File: src/design/skf_pkg.sv
// ----------------------------------------------------------------------------
// Scalar Kalman filter package
// Shared widths, register indexes, reset values, sequencer states and the
// status struct of the serial arithmetic units.
// ----------------------------------------------------------------------------
`timescale 1ns / 1ps

package skf_pkg;

   localparam int ANGLE_WIDTH_DEF   = 32;
   localparam int COV_FRAC_BITS_DEF = 24;
   localparam int COV_WIDTH         = 32;
   localparam int CSR_INDEX_WIDTH   = 2;
   localparam int CSR_DATA_WIDTH    = 32;

   localparam logic [CSR_INDEX_WIDTH-1:0] CSR_PROC_VAR  = 2'd0;
   localparam logic [CSR_INDEX_WIDTH-1:0] CSR_MEAS_VAR  = 2'd1;
   localparam logic [CSR_INDEX_WIDTH-1:0] CSR_START_COV = 2'd2;

   localparam logic [COV_WIDTH-1:0] PROC_VAR_RESET  = 32'd167772;
   localparam logic [COV_WIDTH-1:0] MEAS_VAR_RESET  = 32'd4194304;
   localparam logic [COV_WIDTH-1:0] START_COV_RESET = 32'd16777216;

   typedef enum logic [2:0] {
      ST_IDLE,
      ST_SUM,
      ST_DIVL,
      ST_DIVW,
      ST_MULL,
      ST_MULW,
      ST_FIN
   } skf_state_type;

   typedef struct packed {
      logic busy;
      logic done;
   } skf_unit_stat_type;

endpackage

File: src/design/skf_ifs.sv
// ----------------------------------------------------------------------------
// Scalar Kalman filter channels
// Valid/ready item channels for requests and responses.
// ----------------------------------------------------------------------------
`timescale 1ns / 1ps

interface skf_req_if #(
   parameter int ANGLE_WIDTH = skf_pkg::ANGLE_WIDTH_DEF
);
   logic                          valid;
   logic                          ready;
   logic signed [ANGLE_WIDTH-1:0] predicted_value;
   logic signed [ANGLE_WIDTH-1:0] measured_value;

   modport source (output valid, output predicted_value, output measured_value,
                   input ready);
   modport sink   (input valid, input predicted_value, input measured_value,
                   output ready);
endinterface

interface skf_rsp_if #(
   parameter int ANGLE_WIDTH = skf_pkg::ANGLE_WIDTH_DEF,
   parameter int GAIN_WIDTH  = skf_pkg::COV_FRAC_BITS_DEF + 1
);
   logic                              valid;
   logic                              ready;
   logic signed [ANGLE_WIDTH-1:0]     estimate;
   logic [GAIN_WIDTH-1:0]             gain;
   logic [skf_pkg::COV_WIDTH-1:0]     covariance_out;

   modport source (output valid, output estimate, output gain, output covariance_out,
                   input ready);
   modport sink   (input valid, input estimate, input gain, input covariance_out,
                   output ready);
endinterface

File: src/design/scalar_kalman_filter_unit.sv
// ----------------------------------------------------------------------------
// Scalar Kalman filter unit
// One-dimensional Kalman update of an angle estimate with a kept covariance.
// ----------------------------------------------------------------------------
// Each request item carries a predicted and a measured angle; one response
// item returns the corrected estimate, the gain and the updated covariance.
// An item passes through a bit-serial divider for the gain and a bit-serial
// multiplier pair for the correction; a new item is accepted the cycle after
// the previous response is loaded into the output register, even if that
// response has not yet been taken. Writing start_covariance reloads the
// covariance; write the registers only while no item is in flight.
// ----------------------------------------------------------------------------
`timescale 1ns / 1ps

module scalar_kalman_filter_unit #(
   parameter int ANGLE_WIDTH   = skf_pkg::ANGLE_WIDTH_DEF,
   parameter int COV_FRAC_BITS = skf_pkg::COV_FRAC_BITS_DEF
) (
   input  logic                                  clock,
   input  logic                                  reset,
   skf_req_if.sink                               req_if,
   skf_rsp_if.source                             rsp_if,
   input  logic                                  csr_write,
   input  logic [skf_pkg::CSR_INDEX_WIDTH-1:0]   csr_index,
   input  logic [skf_pkg::CSR_DATA_WIDTH-1:0]    csr_data
);
   import skf_pkg::*;

   localparam int                  GAIN_WIDTH = COV_FRAC_BITS + 1;
   localparam logic [GAIN_WIDTH-1:0] GAIN_ONE = GAIN_WIDTH'(1) << COV_FRAC_BITS;

   skf_state_type            state_ff, state_in;
   logic [COV_WIDTH-1:0]     pn_ff, sn_ff, err_cov_ff;
   logic [ANGLE_WIDTH-1:0]   pred_ff;
   logic [ANGLE_WIDTH:0]     diff_ff;
   logic [COV_WIDTH-1:0]     cov_ff;
   logic [GAIN_WIDTH-1:0]    gain_ff;
   logic                     rsp_valid_ff;
   logic [ANGLE_WIDTH-1:0]   est_out_ff;
   logic [GAIN_WIDTH-1:0]    gain_out_ff;
   logic [COV_WIDTH-1:0]     cov_out_ff;

   logic                     req_ready;
   logic                     req_fire;
   logic                     div_load;
   logic                     mul_load;
   logic                     out_free;
   logic                     out_load;
   logic [COV_WIDTH:0]       cov_sum;
   logic [COV_WIDTH:0]       den;
   logic [GAIN_WIDTH-1:0]    div_quo;
   logic [ANGLE_WIDTH+2:0]   mul_scaled;
   logic [COV_WIDTH-1:0]     mul_cov;
   logic [ANGLE_WIDTH+2:0]   est_sum;
   skf_unit_stat_type        div_stat;
   skf_unit_stat_type        mul_stat;

   assign req_fire = req_if.valid && req_ready;
   assign out_free = !rsp_valid_ff || rsp_if.ready;
   assign cov_sum  = {1'b0, err_cov_ff} + {1'b0, pn_ff};
   assign den      = {1'b0, cov_ff} + {1'b0, sn_ff};
   assign est_sum  = {{3{pred_ff[ANGLE_WIDTH-1]}}, pred_ff} + mul_scaled;

   // sequencer
   always_comb begin
      state_in  = state_ff;
      req_ready = 1'b0;
      div_load  = 1'b0;
      mul_load  = 1'b0;
      out_load  = 1'b0;
      unique case (state_ff)
         ST_IDLE: begin
            req_ready = 1'b1;
            if (req_if.valid) begin
               state_in = ST_SUM;
            end
         end
         ST_SUM: begin
            state_in = ST_DIVL;
         end
         ST_DIVL: begin
            div_load = 1'b1;
            state_in = ST_DIVW;
         end
         ST_DIVW: begin
            if (div_stat.done) begin
               state_in = ST_MULL;
            end
         end
         ST_MULL: begin
            mul_load = 1'b1;
            state_in = ST_MULW;
         end
         ST_MULW: begin
            if (mul_stat.done) begin
               state_in = ST_FIN;
            end
         end
         ST_FIN: begin
            if (out_free) begin
               out_load = 1'b1;
               state_in = ST_IDLE;
            end
         end
         default: begin
            state_in = ST_IDLE;
         end
      endcase
   end

   always_ff @(posedge clock) begin
      if (reset) begin
         state_ff <= ST_IDLE;
      end else begin
         state_ff <= state_in;
      end
   end

   // configuration and kept covariance
   always_ff @(posedge clock) begin
      if (reset) begin
         pn_ff      <= PROC_VAR_RESET;
         sn_ff      <= MEAS_VAR_RESET;
         err_cov_ff <= START_COV_RESET;
      end else begin
         if (csr_write) begin
            unique case (csr_index)
               CSR_PROC_VAR:  pn_ff <= csr_data[COV_WIDTH-1:0];
               CSR_MEAS_VAR:  sn_ff <= csr_data[COV_WIDTH-1:0];
               CSR_START_COV: err_cov_ff <= csr_data[COV_WIDTH-1:0];
               default: ;
            endcase
         end
         if (out_load) begin
            err_cov_ff <= mul_cov;
         end
      end
   end

   // datapath registers
   always_ff @(posedge clock) begin
      if (req_fire) begin
         pred_ff <= req_if.predicted_value;
         diff_ff <= {req_if.measured_value[ANGLE_WIDTH-1], req_if.measured_value}
                  - {req_if.predicted_value[ANGLE_WIDTH-1], req_if.predicted_value};
      end
      if (state_ff == ST_SUM) begin
         cov_ff <= cov_sum[COV_WIDTH] ? '1 : cov_sum[COV_WIDTH-1:0];
      end
      if (div_stat.done) begin
         gain_ff <= div_quo;
      end
      if (out_load) begin
         est_out_ff  <= est_sum[ANGLE_WIDTH-1:0];
         gain_out_ff <= gain_ff;
         cov_out_ff  <= mul_cov;
      end
   end

   always_ff @(posedge clock) begin
      if (reset) begin
         rsp_valid_ff <= 1'b0;
      end else if (out_load) begin
         rsp_valid_ff <= 1'b1;
      end else if (rsp_if.ready) begin
         rsp_valid_ff <= 1'b0;
      end
   end

   skf_divider #(
      .FRAC_BITS (COV_FRAC_BITS)
   ) u_divider (
      .clock    (clock),
      .reset    (reset),
      .load     (div_load),
      .cov      (cov_ff),
      .den      (den),
      .quotient (div_quo),
      .stat     (div_stat)
   );

   skf_multiplier #(
      .ANGLE_WIDTH (ANGLE_WIDTH),
      .FRAC_BITS   (COV_FRAC_BITS)
   ) u_multiplier (
      .clock   (clock),
      .reset   (reset),
      .load    (mul_load),
      .diff    (diff_ff),
      .cov     (cov_ff),
      .gain    (gain_ff),
      .scaled  (mul_scaled),
      .cov_new (mul_cov),
      .stat    (mul_stat)
   );

   assign req_if.ready          = req_ready;
   assign rsp_if.valid          = rsp_valid_ff;
   assign rsp_if.estimate       = est_out_ff;
   assign rsp_if.gain           = gain_out_ff;
   assign rsp_if.covariance_out = cov_out_ff;

`ifndef ASSERT_OFF
   a_div_in_divw: assert property (@(posedge clock) disable iff (reset)
      div_stat.busy || div_stat.done |-> state_ff == ST_DIVW)
      else $error("divider active outside its wait state");
   a_mul_in_mulw: assert property (@(posedge clock) disable iff (reset)
      mul_stat.busy || mul_stat.done |-> state_ff == ST_MULW)
      else $error("multiplier active outside its wait state");
   a_gain_range: assert property (@(posedge clock) disable iff (reset)
      rsp_valid_ff |-> gain_out_ff <= GAIN_ONE)
      else $error("gain above one");
`endif

endmodule

File: src/design/skf_divider.sv
// ----------------------------------------------------------------------------
// Scalar Kalman filter gain divider
// Bit-serial restoring divider: gain = (cov << FRAC_BITS) / den, one quotient
// bit per cycle, MSB first. A zero divisor gives a zero quotient.
// ----------------------------------------------------------------------------
`timescale 1ns / 1ps

module skf_divider #(
   parameter int FRAC_BITS = skf_pkg::COV_FRAC_BITS_DEF
) (
   input  logic                           clock,
   input  logic                           reset,
   input  logic                           load,
   input  logic [skf_pkg::COV_WIDTH-1:0]  cov,
   input  logic [skf_pkg::COV_WIDTH:0]    den,
   output logic [FRAC_BITS:0]             quotient,
   output skf_pkg::skf_unit_stat_type     stat
);
   import skf_pkg::*;

   localparam int CNT_W = $clog2(FRAC_BITS + 2);

   logic [COV_WIDTH:0]   rem_ff, rem_in;
   logic [COV_WIDTH:0]   den_ff, den_in;
   logic [FRAC_BITS:0]   quo_ff, quo_in;
   logic                 bit_ff, bit_in;
   logic                 zero_ff, zero_in;
   logic [CNT_W-1:0]     cnt_ff, cnt_in;
   logic                 busy_ff, busy_in;
   logic                 done_ff, done_in;
   logic [COV_WIDTH+1:0] trial;
   logic [COV_WIDTH+1:0] trial_sub;
   logic                 take_sub;

   assign trial     = {rem_ff, bit_ff};
   assign take_sub  = trial >= {1'b0, den_ff};
   assign trial_sub = trial - {1'b0, den_ff};

   always_comb begin
      rem_in  = rem_ff;
      den_in  = den_ff;
      quo_in  = quo_ff;
      bit_in  = bit_ff;
      zero_in = zero_ff;
      cnt_in  = cnt_ff;
      busy_in = busy_ff;
      done_in = 1'b0;
      if (load) begin
         rem_in  = {2'b00, cov[COV_WIDTH-1:1]};
         bit_in  = cov[0];
         den_in  = den;
         zero_in = (den == '0);
         quo_in  = '0;
         cnt_in  = CNT_W'(FRAC_BITS + 1);
         busy_in = 1'b1;
      end else if (busy_ff) begin
         if (take_sub) begin
            rem_in = trial_sub[COV_WIDTH:0];
         end else begin
            rem_in = trial[COV_WIDTH:0];
         end
         bit_in = 1'b0;
         quo_in = {quo_ff[FRAC_BITS-1:0], take_sub & ~zero_ff};
         cnt_in = cnt_ff - CNT_W'(1);
         if (cnt_ff == CNT_W'(1)) begin
            busy_in = 1'b0;
            done_in = 1'b1;
         end
      end
   end

   always_ff @(posedge clock) begin
      if (reset) begin
         busy_ff <= 1'b0;
         done_ff <= 1'b0;
         cnt_ff  <= '0;
      end else begin
         busy_ff <= busy_in;
         done_ff <= done_in;
         cnt_ff  <= cnt_in;
      end
   end

   always_ff @(posedge clock) begin
      rem_ff  <= rem_in;
      den_ff  <= den_in;
      quo_ff  <= quo_in;
      bit_ff  <= bit_in;
      zero_ff <= zero_in;
   end

   assign quotient  = quo_ff;
   assign stat.busy = busy_ff;
   assign stat.done = done_ff;

`ifndef ASSERT_OFF
   a_rem_below_den: assert property (@(posedge clock) disable iff (reset)
      busy_ff && !zero_ff |-> rem_ff < den_ff)
      else $error("divider remainder not below divisor");
   a_load_starts: assert property (@(posedge clock) disable iff (reset)
      load |=> busy_ff && !done_ff)
      else $error("divider did not start on load");
`endif

endmodule

File: src/design/skf_multiplier.sv
// ----------------------------------------------------------------------------
// Scalar Kalman filter correction multiplier
// Two bit-serial shift-add multipliers stepped together over the gain bits:
// floor(diff * gain / 2^FRAC_BITS) and floor((1 - gain) * cov / 2^FRAC_BITS).
// ----------------------------------------------------------------------------
`timescale 1ns / 1ps

module skf_multiplier #(
   parameter int ANGLE_WIDTH = skf_pkg::ANGLE_WIDTH_DEF,
   parameter int FRAC_BITS   = skf_pkg::COV_FRAC_BITS_DEF
) (
   input  logic                           clock,
   input  logic                           reset,
   input  logic                           load,
   input  logic [ANGLE_WIDTH:0]           diff,
   input  logic [skf_pkg::COV_WIDTH-1:0]  cov,
   input  logic [FRAC_BITS:0]             gain,
   output logic [ANGLE_WIDTH+2:0]         scaled,
   output logic [skf_pkg::COV_WIDTH-1:0]  cov_new,
   output skf_pkg::skf_unit_stat_type     stat
);
   import skf_pkg::*;

   localparam int                 CNT_W    = $clog2(FRAC_BITS + 2);
   localparam logic [FRAC_BITS:0] GAIN_ONE = (FRAC_BITS + 1)'(1) << FRAC_BITS;

   logic [ANGLE_WIDTH:0]   dval_ff, dval_in;
   logic [COV_WIDTH-1:0]   cval_ff, cval_in;
   logic [FRAC_BITS:0]     gsh_ff, gsh_in;
   logic [FRAC_BITS:0]     hsh_ff, hsh_in;
   logic [ANGLE_WIDTH+1:0] acc_d_ff, acc_d_in;
   logic [COV_WIDTH-1:0]   acc_c_ff, acc_c_in;
   logic                   lsb_d_ff, lsb_d_in;
   logic                   lsb_c_ff, lsb_c_in;
   logic [CNT_W-1:0]       cnt_ff, cnt_in;
   logic                   busy_ff, busy_in;
   logic                   done_ff, done_in;
   logic [ANGLE_WIDTH+1:0] sum_d;
   logic [COV_WIDTH:0]     sum_c;

   assign sum_d = acc_d_ff + (gsh_ff[0] ? {dval_ff[ANGLE_WIDTH], dval_ff} : '0);
   assign sum_c = {1'b0, acc_c_ff} + (hsh_ff[0] ? {1'b0, cval_ff} : '0);

   always_comb begin
      dval_in  = dval_ff;
      cval_in  = cval_ff;
      gsh_in   = gsh_ff;
      hsh_in   = hsh_ff;
      acc_d_in = acc_d_ff;
      acc_c_in = acc_c_ff;
      lsb_d_in = lsb_d_ff;
      lsb_c_in = lsb_c_ff;
      cnt_in   = cnt_ff;
      busy_in  = busy_ff;
      done_in  = 1'b0;
      if (load) begin
         dval_in  = diff;
         cval_in  = cov;
         gsh_in   = gain;
         hsh_in   = GAIN_ONE - gain;
         acc_d_in = '0;
         acc_c_in = '0;
         lsb_d_in = 1'b0;
         lsb_c_in = 1'b0;
         cnt_in   = CNT_W'(FRAC_BITS + 1);
         busy_in  = 1'b1;
      end else if (busy_ff) begin
         acc_d_in = {sum_d[ANGLE_WIDTH+1], sum_d[ANGLE_WIDTH+1:1]};
         lsb_d_in = sum_d[0];
         acc_c_in = sum_c[COV_WIDTH:1];
         lsb_c_in = sum_c[0];
         gsh_in   = {1'b0, gsh_ff[FRAC_BITS:1]};
         hsh_in   = {1'b0, hsh_ff[FRAC_BITS:1]};
         cnt_in   = cnt_ff - CNT_W'(1);
         if (cnt_ff == CNT_W'(1)) begin
            busy_in = 1'b0;
            done_in = 1'b1;
         end
      end
   end

   always_ff @(posedge clock) begin
      if (reset) begin
         busy_ff <= 1'b0;
         done_ff <= 1'b0;
         cnt_ff  <= '0;
      end else begin
         busy_ff <= busy_in;
         done_ff <= done_in;
         cnt_ff  <= cnt_in;
      end
   end

   always_ff @(posedge clock) begin
      dval_ff  <= dval_in;
      cval_ff  <= cval_in;
      gsh_ff   <= gsh_in;
      hsh_ff   <= hsh_in;
      acc_d_ff <= acc_d_in;
      acc_c_ff <= acc_c_in;
      lsb_d_ff <= lsb_d_in;
      lsb_c_ff <= lsb_c_in;
   end

   // product >> FRAC_BITS = acc * 2 + last bit shifted out
   assign scaled    = {acc_d_ff, lsb_d_ff};
   assign cov_new   = {acc_c_ff[COV_WIDTH-2:0], lsb_c_ff};
   assign stat.busy = busy_ff;
   assign stat.done = done_ff;

`ifndef ASSERT_OFF
   a_cov_acc_bound: assert property (@(posedge clock) disable iff (reset)
      busy_ff |-> acc_c_ff <= cval_ff)
      else $error("covariance accumulator exceeds covariance");
`endif

endmodule

File: src/flat_wrapper.sv
// flat-port wrapper written by rule: the top's interface ports become plain ports
module scalar_kalman_filter_unit_flat import skf_pkg::*;
#(
   parameter int ANGLE_WIDTH   = skf_pkg::ANGLE_WIDTH_DEF,
   parameter int COV_FRAC_BITS = skf_pkg::COV_FRAC_BITS_DEF
)
  (clock, reset, csr_write, csr_index, csr_data, req_if_valid, req_if_predicted_value, req_if_measured_value, req_if_ready, rsp_if_valid, rsp_if_estimate, rsp_if_gain, rsp_if_covariance_out, rsp_if_ready);
  skf_req_if #(.ANGLE_WIDTH(ANGLE_WIDTH)) req_if_i ();
  skf_rsp_if #(.ANGLE_WIDTH(ANGLE_WIDTH)) rsp_if_i ();
  input  logic clock;
  input  logic reset;
  input  logic csr_write;
  input  logic [skf_pkg::CSR_INDEX_WIDTH-1:0] csr_index;
  input  logic [skf_pkg::CSR_DATA_WIDTH-1:0] csr_data;
  input wire logic [$bits(req_if_i.valid)-1:0] req_if_valid;
  input wire logic [$bits(req_if_i.predicted_value)-1:0] req_if_predicted_value;
  input wire logic [$bits(req_if_i.measured_value)-1:0] req_if_measured_value;
  output wire logic [$bits(req_if_i.ready)-1:0] req_if_ready;
  output wire logic [$bits(rsp_if_i.valid)-1:0] rsp_if_valid;
  output wire logic [$bits(rsp_if_i.estimate)-1:0] rsp_if_estimate;
  output wire logic [$bits(rsp_if_i.gain)-1:0] rsp_if_gain;
  output wire logic [$bits(rsp_if_i.covariance_out)-1:0] rsp_if_covariance_out;
  input wire logic [$bits(rsp_if_i.ready)-1:0] rsp_if_ready;
  assign req_if_i.valid = req_if_valid;
  assign req_if_i.predicted_value = req_if_predicted_value;
  assign req_if_i.measured_value = req_if_measured_value;
  assign req_if_ready = req_if_i.ready;
  assign rsp_if_valid = rsp_if_i.valid;
  assign rsp_if_estimate = rsp_if_i.estimate;
  assign rsp_if_gain = rsp_if_i.gain;
  assign rsp_if_covariance_out = rsp_if_i.covariance_out;
  assign rsp_if_i.ready = rsp_if_ready;
  scalar_kalman_filter_unit #(.ANGLE_WIDTH(ANGLE_WIDTH), .COV_FRAC_BITS(COV_FRAC_BITS)) u_core (.clock(clock), .reset(reset), .req_if(req_if_i), .rsp_if(rsp_if_i), .csr_write(csr_write), .csr_index(csr_index), .csr_data(csr_data));
endmodule
File: config.mk
export PLATFORM = sky130hd
export DESIGN_NAME = scalar_kalman_filter_unit_flat
export DESIGN_NICKNAME = d
export VERILOG_FILES = /design/src/design/skf_pkg.sv /design/src/design/skf_ifs.sv /design/src/design/scalar_kalman_filter_unit.sv /design/src/design/skf_divider.sv /design/src/design/skf_multiplier.sv /design/src/flat_wrapper.sv
export SDC_FILE = /design/constraint.sdc
export NUM_CORES = 1
export LEC_CHECK = 0
export BUFFER_PORTS_ARGS = -buffer_cell sky130_fd_sc_hd__buf_2
export CAP_MARGIN = 10
export CORE_MARGIN = 1.5
export CORE_UTILIZATION = 50
export DETAILED_ROUTE_END_ITERATION = 10
export GPL_TIMING_DRIVEN = 0
export PLACE_DENSITY = 0.67
export SLEW_MARGIN = 15
export SYNTH_ARGS = -nofsm -noshare
export SYNTH_HDL_FRONTEND = slang
export SYNTH_HIERARCHICAL = 1
export SYNTH_SLANG_ARGS = --single-unit
File: constraint.sdc
create_clock -name clock -period 9.6 [get_ports clock]
set_input_delay 1.44 -clock clock [delete_from_list [all_inputs] [get_ports clock]]
set_output_delay 1.44 -clock clock [all_outputs]
set_load 0.01 [all_outputs]
Word-level counts from Yosys, hierarchy flattened:

Index checks and enable logic that the tools add are counted.

* register bits after elaboration: 600
* bits of input ports: 103
* output and inout port bits: 91
* word-level logic and storage cells: 120

* add/sub/neg operators: 10
* magnitude comparators: 1
* equality and inequality tests: 14
* muxes and demuxes: 38
* bitwise logic cells: 4
* reductions and logical operators: 19

Operators with widths (count)
* $mux 32: 4
* $mux 25: 4
* $add 32x32->33: 3
* $mux 31: 2
* $add 34x34->34: 1
* $ge 34x33->1: 1
* $mux 34: 1
* $logic_not 33->1: 1
* $mux 33: 1
* $sub 32x32->33: 1
* $sub 33x33->33: 1
* $add 32x32->32: 1
* $sub 25x25->25 const A: 1
* $pmux 3 s7: 1
* $mux 5: 4
* $mux 1: 17
* $mux 3: 4
* $eq 5x1->1 const B: 2
* $reduce_bool 2->1: 5
* $sub 5x1->5 const B: 2
* $eq 3x3->1 const B: 3
* $eq 3x2->1 const B: 2
* $ne 2x2->1 const B: 3
* $reduce_and 2->1: 3
* other kinds (14): 18

Longest topological paths before layout:

* word-level depth: 6
* depth in mapped cells: 15
* depth with buffers taken out: 13

Hierarchy:

Netlist, hierarchy kept.

By module, submodules not included
* scalar_kalman_filter_unit: times used 1, cells an instance 1666, area an instance 17117.7 µm², seq. area each 8338.0 µm²
* skf_multiplier: times used 1, cells an instance 1084, area an instance 11084.4 µm², seq. area each 4934.7 µm²
* skf_divider: times used 1, cells an instance 629, area an instance 6019.5 µm², seq. area each 2662.6 µm²

Worst setup path before layout:

OpenSTA, ideal clock, no wires.

* path type: flip-flop to flip-flop
* start point: reg u_core.state_ff[2]
* end point: reg u_core.u_multiplier.gsh_ff[0], enable pin
* setup time: 404 ps
* data arrival time: 7110 ps
* required time: 9196 ps
* setup slack: 2086 ps
* cell stages (with the launch flop): 7
* path buffers: 3
* period minus slack after synthesis: 7514 ps
* cells stage by stage: dfxtp_1 -> clkbuf_1 -> nor3b_1 -> clkbuf_1 -> nor2_1 -> clkbuf_1 -> inv_1

* cells in the longest elaborated chain, start to end: 3

RTL lines
* start, declared: line scalar_kalman_filter_unit.sv:32 `skf_state_type state_ff, state_in;`
* start signal, assigned: line scalar_kalman_filter_unit.sv:115 `state_ff <= state_in;`
* $eq 3x3->1: line scalar_kalman_filter_unit.sv:71 `unique case (state_ff)`
* $mux 1: line scalar_kalman_filter_unit.sv:71
* net u_core.mul_load: line scalar_kalman_filter_unit.sv:46 `logic mul_load;`
* $reduce_bool 2->1 (no line)
* end signal, assigned: line skf_multiplier.sv:97 `gsh_ff <= gsh_in;`
* end, declared: line skf_multiplier.sv:29 `logic [FRAC_BITS:0] gsh_ff, gsh_in;`

The timed path passes the listed nets, and every way through them passes these cells.
A chain may end at the register's enable or synchronous reset.

Worst setup path after layout:

* start point: reg u_core.cov_ff[8]
* end point: reg u_core.u_divider.zero_ff, data pin

* cells in the longest elaborated chain, start to end: 2

RTL lines
* start, declared: line scalar_kalman_filter_unit.sv:36 `logic [COV_WIDTH-1:0] cov_ff;`
* start signal, assigned: line scalar_kalman_filter_unit.sv:148 `cov_ff <= cov_sum[COV_WIDTH] ? '1 : cov_sum[COV_WIDTH-1:0];`
* $add 32x32->33: line scalar_kalman_filter_unit.sv:61 `assign den = {1'b0, cov_ff} + {1'b0, sn_ff};`
* net u_core.den[29]: line scalar_kalman_filter_unit.sv:50 `logic [COV_WIDTH:0] den;`
* $logic_not 33->1: line skf_divider.sv:52 `zero_in = (den == '0);`
* end signal, assigned: line skf_divider.sv:89 `zero_ff <= zero_in;`
* end, declared: line skf_divider.sv:27 `logic zero_ff, zero_in;`

The timed path passes the listed nets, and every way through them passes these cells.

==> metrics.yaml <==
placement:
  port_buffers: 193
  place.gp.congestion: 0.933
  placed_cells: 4457
  place_hpwl_mm: 70.7
sta:
  finalHoldViolations: 0
  fin_crit_ns: 4.16
  setup_viol: 0
  worstMarginPinSlew_ns: 1.02
  fin_crit_sh: 0.434
  relSlewSlack: 0.320
  fin_worst_skew_ns: 0.0265
  fmax_ghz: 0.240
  drv_slew: 0
  rsz0062_at_grt: "no"
run_status:
  status: "finished, final reports clean"
global_route:
  grt_max_degree: 54
  use_met2: 0.416
  gr-total-overflow: 0
  grt_pass1_vias: 24900
  gr-max-usage-layer: "met2"
  grt_pass1_wl_mm: 143
  antenna_found_initial: 0
  grtUsageMet1: 0.376
  grt.total_usage: 0.263
  use_met3: 0.0333
die:
  chipHeight_um: 265
  start_util: 0.507
  num_io_pins: 194
  die_w_um: 265
  placementRows: 95
  design.die.area_um2: 70000
  core_area_um2: 67400
clock_tree:
  clock-sinks: 600
  cts_tree: "yes"
  cts_buffers: 70
  clkTransAtPathRegs_ns: 0.06
  clock_path_buffers: 3
  cts_setup_buffers: 0
  holdBufCountCts: 0
  cts_resized: 0
  clk_latency_ns: 0.61
  ctsRootBufferMaster: "clkbuf_16"
  ctsHtreeMaxLevel: 3
worst_setup_path:
  required_ns: 9.96
  cp_common_cell: "o2111ai_1"
  crit_path_end_kind: "flop"
  critPathMaxStageDelay_ns: 0.62
  crit_chain: "ha_1 -> o21a_1 -> o2111ai_1 -> or4_4 -> a21oi_4 -> o2111ai_1 -> o311ai_1 -> a21oi_1 -> xnor2_1 -> nor4_1 -> nand4_1 -> nor3_1"
  startpoint_type: "flop"
  crit_fanout: 3
  cp_slowest_cell: "or4_4"
  arrival_ns: 4.52
  crit_type: "reg -> reg"
yosys:
  avgSynthCellArea_um2: 10.1
  syn_inst: 3376
  synth_nets: 3716
  yosys_warnings: 6
  synth_area_um2: 34200
route:
  antenna_left: 0
  vias_per_cell: 5.74
  via_count: 26300
  first_pass_iters: 6
  wl_mm: 93.2
  drtIter0Drc: 2189
  drt-wirelength-per-cell_um: 20.3
  drc: 0
cells_and_area:
  multi_input_area_um2: 16900
  final_net_count: 3996
  layout-drive-gt1-share: 0.125
  antenna_cells: 0
  fillers: 5921
  area_growth_pct: 13.2
  postLayoutCoreUtil: 0.574
  fin_cells: 4586
  ff_latch_area_um2: 15900
power_and_ir_drop:
  combPwrFrac: 0.273
  power.leakage_uw: 0.0160
  p_sw_frac: 0.321
  internal-power_uw: 5460
  total_power_uw: 8040
  powerDensity_nw_per_um2: 208
  p_switching_uw: 2580
  seq_power_share: 0.403
  p_clk_frac: 0.324
  max-vdd-ir-drop_v: 0.000167
job:
  maxCapViolations: 0
hold_path:
  hp-class: "reg -> reg"
area by class of cell:
cell class | count | share of cell area
Clock inverter | 34 | 0.00763
Clock buffer | 95 | 0.0498
Multi-Input combinational cell | 2457 | 0.436
Sequential cell | 600 | 0.412
Tap cell | 873 | 0.0282
Inverter | 142 | 0.0139
Timing Repair Buffer | 208 | 0.0299
Buffer | 177 | 0.0225
final timing paths:
kind,from,cells after the start,slack (ns),to
worst max-delay path,u_core/cov_ff[8],12,5.44,u_core/u_divider/zero_ff
worst min-delay path,u_core/diff_ff[12],0,0.41,u_core/u_multiplier/dval_ff[12]
worst max register to register,u_core/cov_ff[8],12,5.44,u_core/u_divider/zero_ff
worst min register to register,u_core/diff_ff[12],0,0.41,u_core/u_multiplier/dval_ff[12]
through the flow:
| step | area (um^2) | hold slack, ns | worst slack, ns | setup TNS [ns] |
|---|---|---|---|---|
| final | 38700 | 0.410 | 5.44 | 0 |
| after global routing | 38700 | 0.417 | 5.30 | 0 |
| after CTS | 38700 | 0.413 | 5.51 | 0 |
| after detailed placement | 36500 | 0.405 | 4.96 | 0 |
| after global placement | 36300 | 0.402 | -2.53 | -287.65 |
| after floorplan | 34200 | 0.400 | 2.09 | 0 |
metal layers:
metal	vias to the layer above	part of all wire
li1	12800	-
met2	803	0.45
met4	0	0.030
met5	-	0
met3	159	0.057
met1	12500	0.47
sequential cells by signal, summed over array words and instances, names as in the netlist, 3 cells and up:
register and cells:
u_core/diff_ff 33, u_core/u_divider/den_ff 33, u_core/u_divider/rem_ff 33, u_core/u_multiplier/acc_d_ff 33, u_core/u_multiplier/dval_ff 33, u_core/cov_ff 32
u_core/err_cov_ff 32, u_core/pn_ff 32, u_core/pred_ff 32, u_core/rsp_if.covariance_out 32, u_core/rsp_if.estimate 32, u_core/sn_ff 32
u_core/u_multiplier/acc_c_ff 32, u_core/u_multiplier/cval_ff 32, u_core/gain_ff 25, u_core/rsp_if.gain 25, u_core/u_divider/quotient 25, u_core/u_multiplier/gsh_ff 25
u_core/u_multiplier/hsh_ff 25, u_core/u_divider/cnt_ff 5, u_core/u_multiplier/cnt_ff 5, u_core/state_ff 3
cells in the final DEF, fill, tap and decap left out, types with 13 or more instances in the layout:
cell,count
buf_2,205
clkbuf_16,72
nand2b_1,22
nor2b_1,49
a31oi_1,28
nor2_1,239
mux2_2,46
edfxtp_1,392
ha_1,230
buf_4,43
o21bai_1,26
and3_1,23
nand3b_1,21
mux2i_1,95
o211ai_1,36
a21oi_1,286
dfxtp_1,208
and2_1,77
xnor2_1,133
nand4_1,35
nor3_1,40
a211oi_1,65
inv_1,139
o21ai_0,150
nand3_1,53
clkbuf_1,128
xor2_1,75
a21o_1,117
o21a_1,35
nand2_1,335
nor4_1,19
o31ai_1,13
power by group through the flow:
stage | logic [uW] | clock network (uW) | registers, uW
after floorplan | 1620 | 0 | 3200
after global placement | 2120 | 0 | 3290
after detailed placement | 2140 | 0 | 3290
after CTS | 2160 | 2660 | 3240
after global routing | 2410 | 2760 | 3260
final | 2190 | 2610 | 3240
critical path: cells and delay by family (launching register included):
kind / cells / cell delay, ns
and+or+nand+nor: 4 / 1.64
AOI/OAI and AO/OA: 6 / 1.18
DFF: 1 / 0.53
adders and majority gates: 1 / 0.40
xor gates and xnor gates: 1 / 0.17
No activity file was read; power rests on OpenSTA's default activity.
